### src/hdl/lambertian_photon_hit_counter_macros.svh
// Assertion macros for the photon hit counter
`ifndef LAMBERTIAN_PHOTON_HIT_COUNTER_MACROS_SVH
`define LAMBERTIAN_PHOTON_HIT_COUNTER_MACROS_SVH
`ifndef ASSERT_OFF
`define LPHC_ASSERT_IMP(label, clk, rst_n, ante, cons, msg) \
  label: assert property (@(posedge clk) disable iff (!rst_n) (ante) |-> (cons)) \
    else $error(msg);
`define LPHC_ASSERT_NXT(label, clk, rst_n, ante, cons, msg) \
  label: assert property (@(posedge clk) disable iff (!rst_n) (ante) |=> (cons)) \
    else $error(msg);
`else
`define LPHC_ASSERT_IMP(label, clk, rst_n, ante, cons, msg)
`define LPHC_ASSERT_NXT(label, clk, rst_n, ante, cons, msg)
`endif
`endif

### src/hdl/lphc_pkg.sv
// Shared types, constants and tables of the photon hit counter
`timescale 1ns / 1ps
`default_nettype none
package lphc_pkg;
  localparam int FRAC_BITS       = 24;
  localparam int U_W             = 24;
  localparam int COUNT_WIDTH_DEF = 32;
  localparam int OUT_CNT_W       = 32;
  localparam int DIST_W          = 32;
  localparam int WHW_W           = 24;
  localparam int RAD_W           = 28;
  localparam int CFG_ADDR_W      = 4;
  localparam int CFG_DATA_W      = 32;

  localparam logic [1:0] REG_DISTANCE = 2'd0;
  localparam logic [1:0] REG_WINDOW   = 2'd1;
  localparam logic [1:0] REG_RADIUS   = 2'd2;

  localparam logic [DIST_W-1:0] DISTANCE_RST = 32'd838860800;
  localparam logic [WHW_W-1:0]  WINDOW_RST   = 24'd5033;
  localparam logic [RAD_W-1:0]  RADIUS_RST   = 28'd16777216;

  localparam int SQ_W     = 50;
  localparam int SQ_STEPS = SQ_W / 2;
  localparam int DIV_Q_W  = 48;
  localparam int DEN_W    = 25;
  localparam int REM_W    = 28;
  localparam int STEP_W   = 6;

  localparam int TN_W   = 36;
  localparam int TN_LO  = 18;
  localparam int PROD_W = DIST_W + TN_W;
  localparam int DISP_W = 33;
  localparam int ACC_W  = 36;
  localparam logic [DISP_W-1:0] DISP_CAP = '1;
  localparam logic [SQ_W-1:0] ONE_2F = 50'h1_0000_0000_0000;

  localparam int Q_W = 30;
  localparam logic [Q_W:0] Q30_ONE     = 31'h4000_0000;
  localparam logic [Q_W:0] HALF_PI_Q30 = 31'd1686629713;
  localparam int TRIG_W = 32;
  localparam logic [3:0] SIN_LAST = 4'd3;
  localparam logic [3:0] COS_FIRST = 4'd4;
  localparam logic [3:0] COS_LAST = 4'd8;

  localparam logic [1:0] QUAD_0 = 2'd0;
  localparam logic [1:0] QUAD_1 = 2'd1;
  localparam logic [1:0] QUAD_2 = 2'd2;
  localparam logic [1:0] QUAD_3 = 2'd3;

  typedef struct packed {
    logic [U_W-1:0] u_radial;
    logic [U_W-1:0] u_polar;
    logic [U_W-1:0] u_tilt;
    logic           tilt_sign;
    logic [U_W-1:0] u_azimuth;
    logic           miss;
    logic           tilt_zero;
  } lphc_item_t;

  typedef struct packed {
    logic             start;
    logic             is_div;
    logic [SQ_W-1:0]  num;
    logic [DEN_W-1:0] den;
  } lphc_sqdiv_req_t;

  typedef struct packed {
    logic signed [TRIG_W-1:0] cos_v;
    logic signed [TRIG_W-1:0] sin_v;
  } lphc_trig_t;

  // reciprocal multipliers for the Horner divisors 72 42 20 6 90 56 30 12 2
  function automatic logic [Q_W:0] recip_mul(input logic [3:0] k);
    logic [Q_W:0] m;
    unique case (k)
      4'd0: m = 31'd1908874354;
      4'd1: m = 31'd1636178018;
      4'd2: m = 31'd1717986919;
      4'd3: m = 31'd1431655766;
      4'd4: m = 31'd1527099484;
      4'd5: m = 31'd1227133514;
      4'd6: m = 31'd1145324613;
      4'd7: m = 31'd1431655766;
      default: m = 31'd1073741824;
    endcase
    return m;
  endfunction

  function automatic logic [5:0] recip_shift(input logic [3:0] k);
    logic [5:0] s;
    unique case (k)
      4'd0: s = 6'd37;
      4'd1: s = 6'd36;
      4'd2: s = 6'd35;
      4'd3: s = 6'd33;
      4'd4: s = 6'd37;
      4'd5: s = 6'd36;
      4'd6: s = 6'd35;
      4'd7: s = 6'd34;
      default: s = 6'd31;
    endcase
    return s;
  endfunction
endpackage
`default_nettype wire

### src/hdl/lphc_front.sv
// Input stage: classify photon requests and queue them for the back end
`timescale 1ns / 1ps
`default_nettype none
module lphc_front (
  input  wire                       clk,
  input  wire                       rst_n,
  input  wire                       push,
  output logic                      full,
  input  wire  [lphc_pkg::U_W-1:0]  in_u_radial,
  input  wire  [lphc_pkg::U_W-1:0]  in_u_polar,
  input  wire  [lphc_pkg::U_W-1:0]  in_u_tilt,
  input  wire                       in_tilt_sign,
  input  wire  [lphc_pkg::U_W-1:0]  in_u_azimuth,
  output lphc_pkg::lphc_item_t      q_head,
  output logic                      q_vld,
  input  wire                       q_pop
);
  import lphc_pkg::*;

  lphc_item_t ent_r [2];
  logic       wr_ptr_r, wr_ptr_nxt;
  logic       rd_ptr_r, rd_ptr_nxt;
  logic [1:0] cnt_r, cnt_nxt;
  logic       wr_en, rd_en;
  lphc_item_t item;

  assign full   = (cnt_r == 2'd2);
  assign q_vld  = (cnt_r != 2'd0);
  assign q_head = ent_r[rd_ptr_r];
  assign wr_en  = push && !full;
  assign rd_en  = q_pop && q_vld;

  always_comb begin
    item.u_radial  = in_u_radial;
    item.u_polar   = in_u_polar;
    item.u_tilt    = in_u_tilt;
    item.tilt_sign = in_tilt_sign;
    item.u_azimuth = in_u_azimuth;
    item.miss      = ({1'b0, in_u_tilt} >= (U_W+1)'(64'd1 << FRAC_BITS));
    item.tilt_zero = (in_u_tilt == '0);
  end

  always_comb begin
    wr_ptr_nxt = wr_en ? !wr_ptr_r : wr_ptr_r;
    rd_ptr_nxt = rd_en ? !rd_ptr_r : rd_ptr_r;
    cnt_nxt    = cnt_r + 2'(wr_en) - 2'(rd_en);
  end

  always_ff @(posedge clk) begin
    if (!rst_n) begin
      wr_ptr_r <= 1'b0;
      rd_ptr_r <= 1'b0;
      cnt_r    <= 2'd0;
    end else begin
      wr_ptr_r <= wr_ptr_nxt;
      rd_ptr_r <= rd_ptr_nxt;
      cnt_r    <= cnt_nxt;
    end
  end

  always_ff @(posedge clk) begin
    if (wr_en) begin
      ent_r[wr_ptr_r] <= item;
    end
  end
endmodule
`default_nettype wire

### config.mk
export PLATFORM = sky130hd
export DESIGN_NAME = lphc_front
export DESIGN_NICKNAME = d
export VERILOG_FILES = /design/src/hdl/lambertian_photon_hit_counter_macros.svh /design/src/hdl/lphc_pkg.sv /design/src/hdl/lphc_front.sv
export SDC_FILE = /design/constraint.sdc
export NUM_CORES = 1
export LEC_CHECK = 0
export ABC_AREA = 1
export BUFFER_PORTS_ARGS = -buffer_cell sky130_fd_sc_hd__buf_4
export CORE_AREA = 2 2 115 139
export CTS_CLUSTER_DIAMETER = 200
export CTS_CLUSTER_SIZE = 25
export DETAILED_ROUTE_END_ITERATION = 6
export DIE_AREA = 0 0 117 141
export GPL_ROUTABILITY_DRIVEN = 0
export PLACE_DENSITY = 0.82
export SYNTH_ARGS = -nofsm -noshare
export SYNTH_HDL_FRONTEND = slang
export SYNTH_SLANG_ARGS = --single-unit
### constraint.sdc
create_clock -name clk -period 6.15 [get_ports clk]
set_input_delay 0.615 -clock clk [delete_from_list [all_inputs] [get_ports clk]]
set_output_delay 0.615 -clock clk [all_outputs]
set_load 0.02 [all_outputs]
==> results.yml <==
status:
  status: "finished, final reports clean"
min_path:
  min_from: "in_u_azimuth[20]"
  holdCritPathClass: "in2reg"
yosys:
  yosys.cell_count.top_type: "edfxtp_1"
  ys_seq_area_frac: 0.8005
  syn_area_um2: 7477
  synth_top_area_frac: 0.7871
  yosysUniqueCellTypes: 17
  ys_top_cells_by_count: "edfxtp_1 (196), mux2_2 (78), nor2_1 (24)"
  syn_nets: 466
  synthTopCellsByArea: "edfxtp_1 (79%), mux2_2 (12%), mux2_4 (4.0%)"
  ys.flop_type: "edfxtp_1"
  yosysTopAreaCell: "edfxtp_1"
  ys_ff_latch: 201
  syn_inst: 363
  synth.avg_cell_area_um2: 20.60
  synth-edff-count: 196
  yosysWarnings: 0
  synth_async_sr_flop_share: 0
sta:
  min_period_over_period: 0.5227
  slew_headroom: 0.1592
  hold_viol: 0
  max_freq_ghz: 0.3111
  setup-violations-final: 0
  skew_ns: 0.01458
  rsz0062_at_grt: "false"
  drv_slew: 0
  tightest_slew_ns: 1.258
  tns_ns: 0
  period_needed_ns: 3.214
die:
  core_area_um2: 15330
  die_h_um: 141
  chipWidth_um: 117
  io_pins: 202
  die_area_um2: 16500
  start_util: 0.4878
  num_rows: 50
cts:
  postCtsSetupRepairBufs: 0
  cts-htree-levels: 1
  cts_sinks: 201
  cts_tree: "yes"
  cts_buffers: 12
  clkSlewWorstSetupHoldPaths_ns: 0.09
  clockBufferDepth: 3
  cts_resized: 0
  insertion_delay_ns: 0.45
  ctsHoldBuffers: 0
  root_buffer: "clkbuf_16"
drt:
  wl_per_cell_um: 17.66
  drc_errors: 0
  drt-initial-drc-count: 246
  vias_per_cell: 4.935
  vias: 3849
  drt-total-wl_mm: 13.78
  drtAntennaViolNets: 0
  drt_pass1_iterations: 4
critical_path:
  cp.buffers_inverters: 2
  crit_chain: "buf_4 -> mux2_2 -> buf_4"
  cp-end-kind: "output port"
  path_delay_family: "buffers and inverters"
  arrival_ns: 2.60
  crit_fanout: 53
  slowest_delay_ns: 0.79
  crit_type: "reg2out"
  crit_path_start_kind: "flop"
  critical-path-slowest-cell: "dfxtp_4"
  reg2reg_from: "cnt_r[1]$_SDFF_PN0_"
  path_common_cell: "buf_4"
  cp.required_ns: 5.53
global_route:
  grt_max_degree: 56
  grt_pass1_vias: 4059
  overflow: 0
  antenna_found_initial: 0
  grt_pass1_wl_mm: 20.33
  grt_usage: 0.1592
power_and_ir_drop:
  p_per_area_nw_per_um2: 393.6
  p_leak_uw: 0.003586
  ir_drop_mv: 0.3001
cells_and_area:
  area_delta_synth_final_pct: 27.83
  nets: 671
  drive_above_1_share: 0.5577
  finalInstanceArea_um2: 9558
  antenna_cells: 0
placed_design:
  place_area_um2: 9188
  portBuffers: 200
  dp_hpwl_mm: 9.201
run:
  maxCapViolCount: 0
## metrics by stage
stage,std cells,util,total power [µW],hold slack (ns),worst slack (ns)
6_report,780,0.6236,3762,0.3332,2.936
5_1_grt,780,0.6236,3920,0.3166,2.794
4_1_cts,780,0.6236,3800,0.3201,2.886
3_5_place_dp,762,0.5994,2996,0.5070,2.944
3_3_place_gp,762,0.5994,2956,0.4753,3.068
2_1_floorplan,363,-,2553,0.4514,0.6474
## cells by family after synthesis
| kind of cell | Yosys count | share of synthesized area |
|---|---|---|
| buffers and inverters | 19 | 0.01523 |
| adders and majority gates | 2 | 0.003346 |
| and+or+nand+nor | 40 | 0.02109 |
| other | 1 | 0.0005015 |
| DFF | 201 | 0.8005 |
| muxes | 98 | 0.1576 |
| AOI/OAI and AO/OA | 2 | 0.001673 |
## cells in the final DEF, fill, tap and decap left out
master,n
a21oi_1,1
buf_4,203
clkbuf_1,4
clkbuf_16,13
clkinv_16,1
conb_1,1
dfxtp_1,4
dfxtp_4,1
edfxtp_1,196
ha_1,2
inv_1,6
inv_4,1
mux2_2,78
mux2_4,20
nand2_1,12
nand3_1,2
nand4_1,1
nor2_1,23
nor2_4,1
o21a_1,1
or2_2,1
## per-layer routing
layer  part of all wire  track usage
met1               0.37       0.1885
met3              0.074      0.03869
met4              0.023      0.04706
met2               0.53       0.2848
met5                  0            0
## flip-flops by register name, summed over array words and instances (netlist names), named ones only
| name | flops |
|---|---|
| cnt_r | 2 |
| ent_r | 196 |
| rd_ptr_r | 1 |
| wr_ptr_r | 1 |
## power breakdown
group          internal [µW]  total [µW]  leakage (µW)  switching [µW]
Combinational            529        1130       0.00154             601
Clock                    398         815      0.000176             417
Sequential              1730        1820       0.00187            85.0
## layout make-up
type	count	area (µm²)
Sequential cell	201	5989
Fill cell	1100	5769
Timing Repair Buffer	203	1524
Multi-Input combinational cell	143	1385
Clock buffer	17	340.3
Tap cell	208	260.3
Clock inverter	1	30.03
Inverter	7	28.78
## worst paths after layout
kind                             to  slack [ns]  depth (start not counted)
max                      q_head[20]        2.94                          3
min          ent_r[1][21]$_DFFE_PP_        0.33                          1
min reg2reg   rd_ptr_r$_SDFFE_PN0P_        0.53                          2
max reg2reg  ent_r[0][44]$_DFFE_PP_        3.20                          6
## worst register-to-register path, stage by stage, from the launching register on
cell,delay [ns]
dfxtp_1,0.34
inv_1,0.09
nor2_1,0.06
nor2_1,0.18
inv_1,0.12
nor2_4,0.95
buf_4,0.76
(Power assumes the default switching activity.)
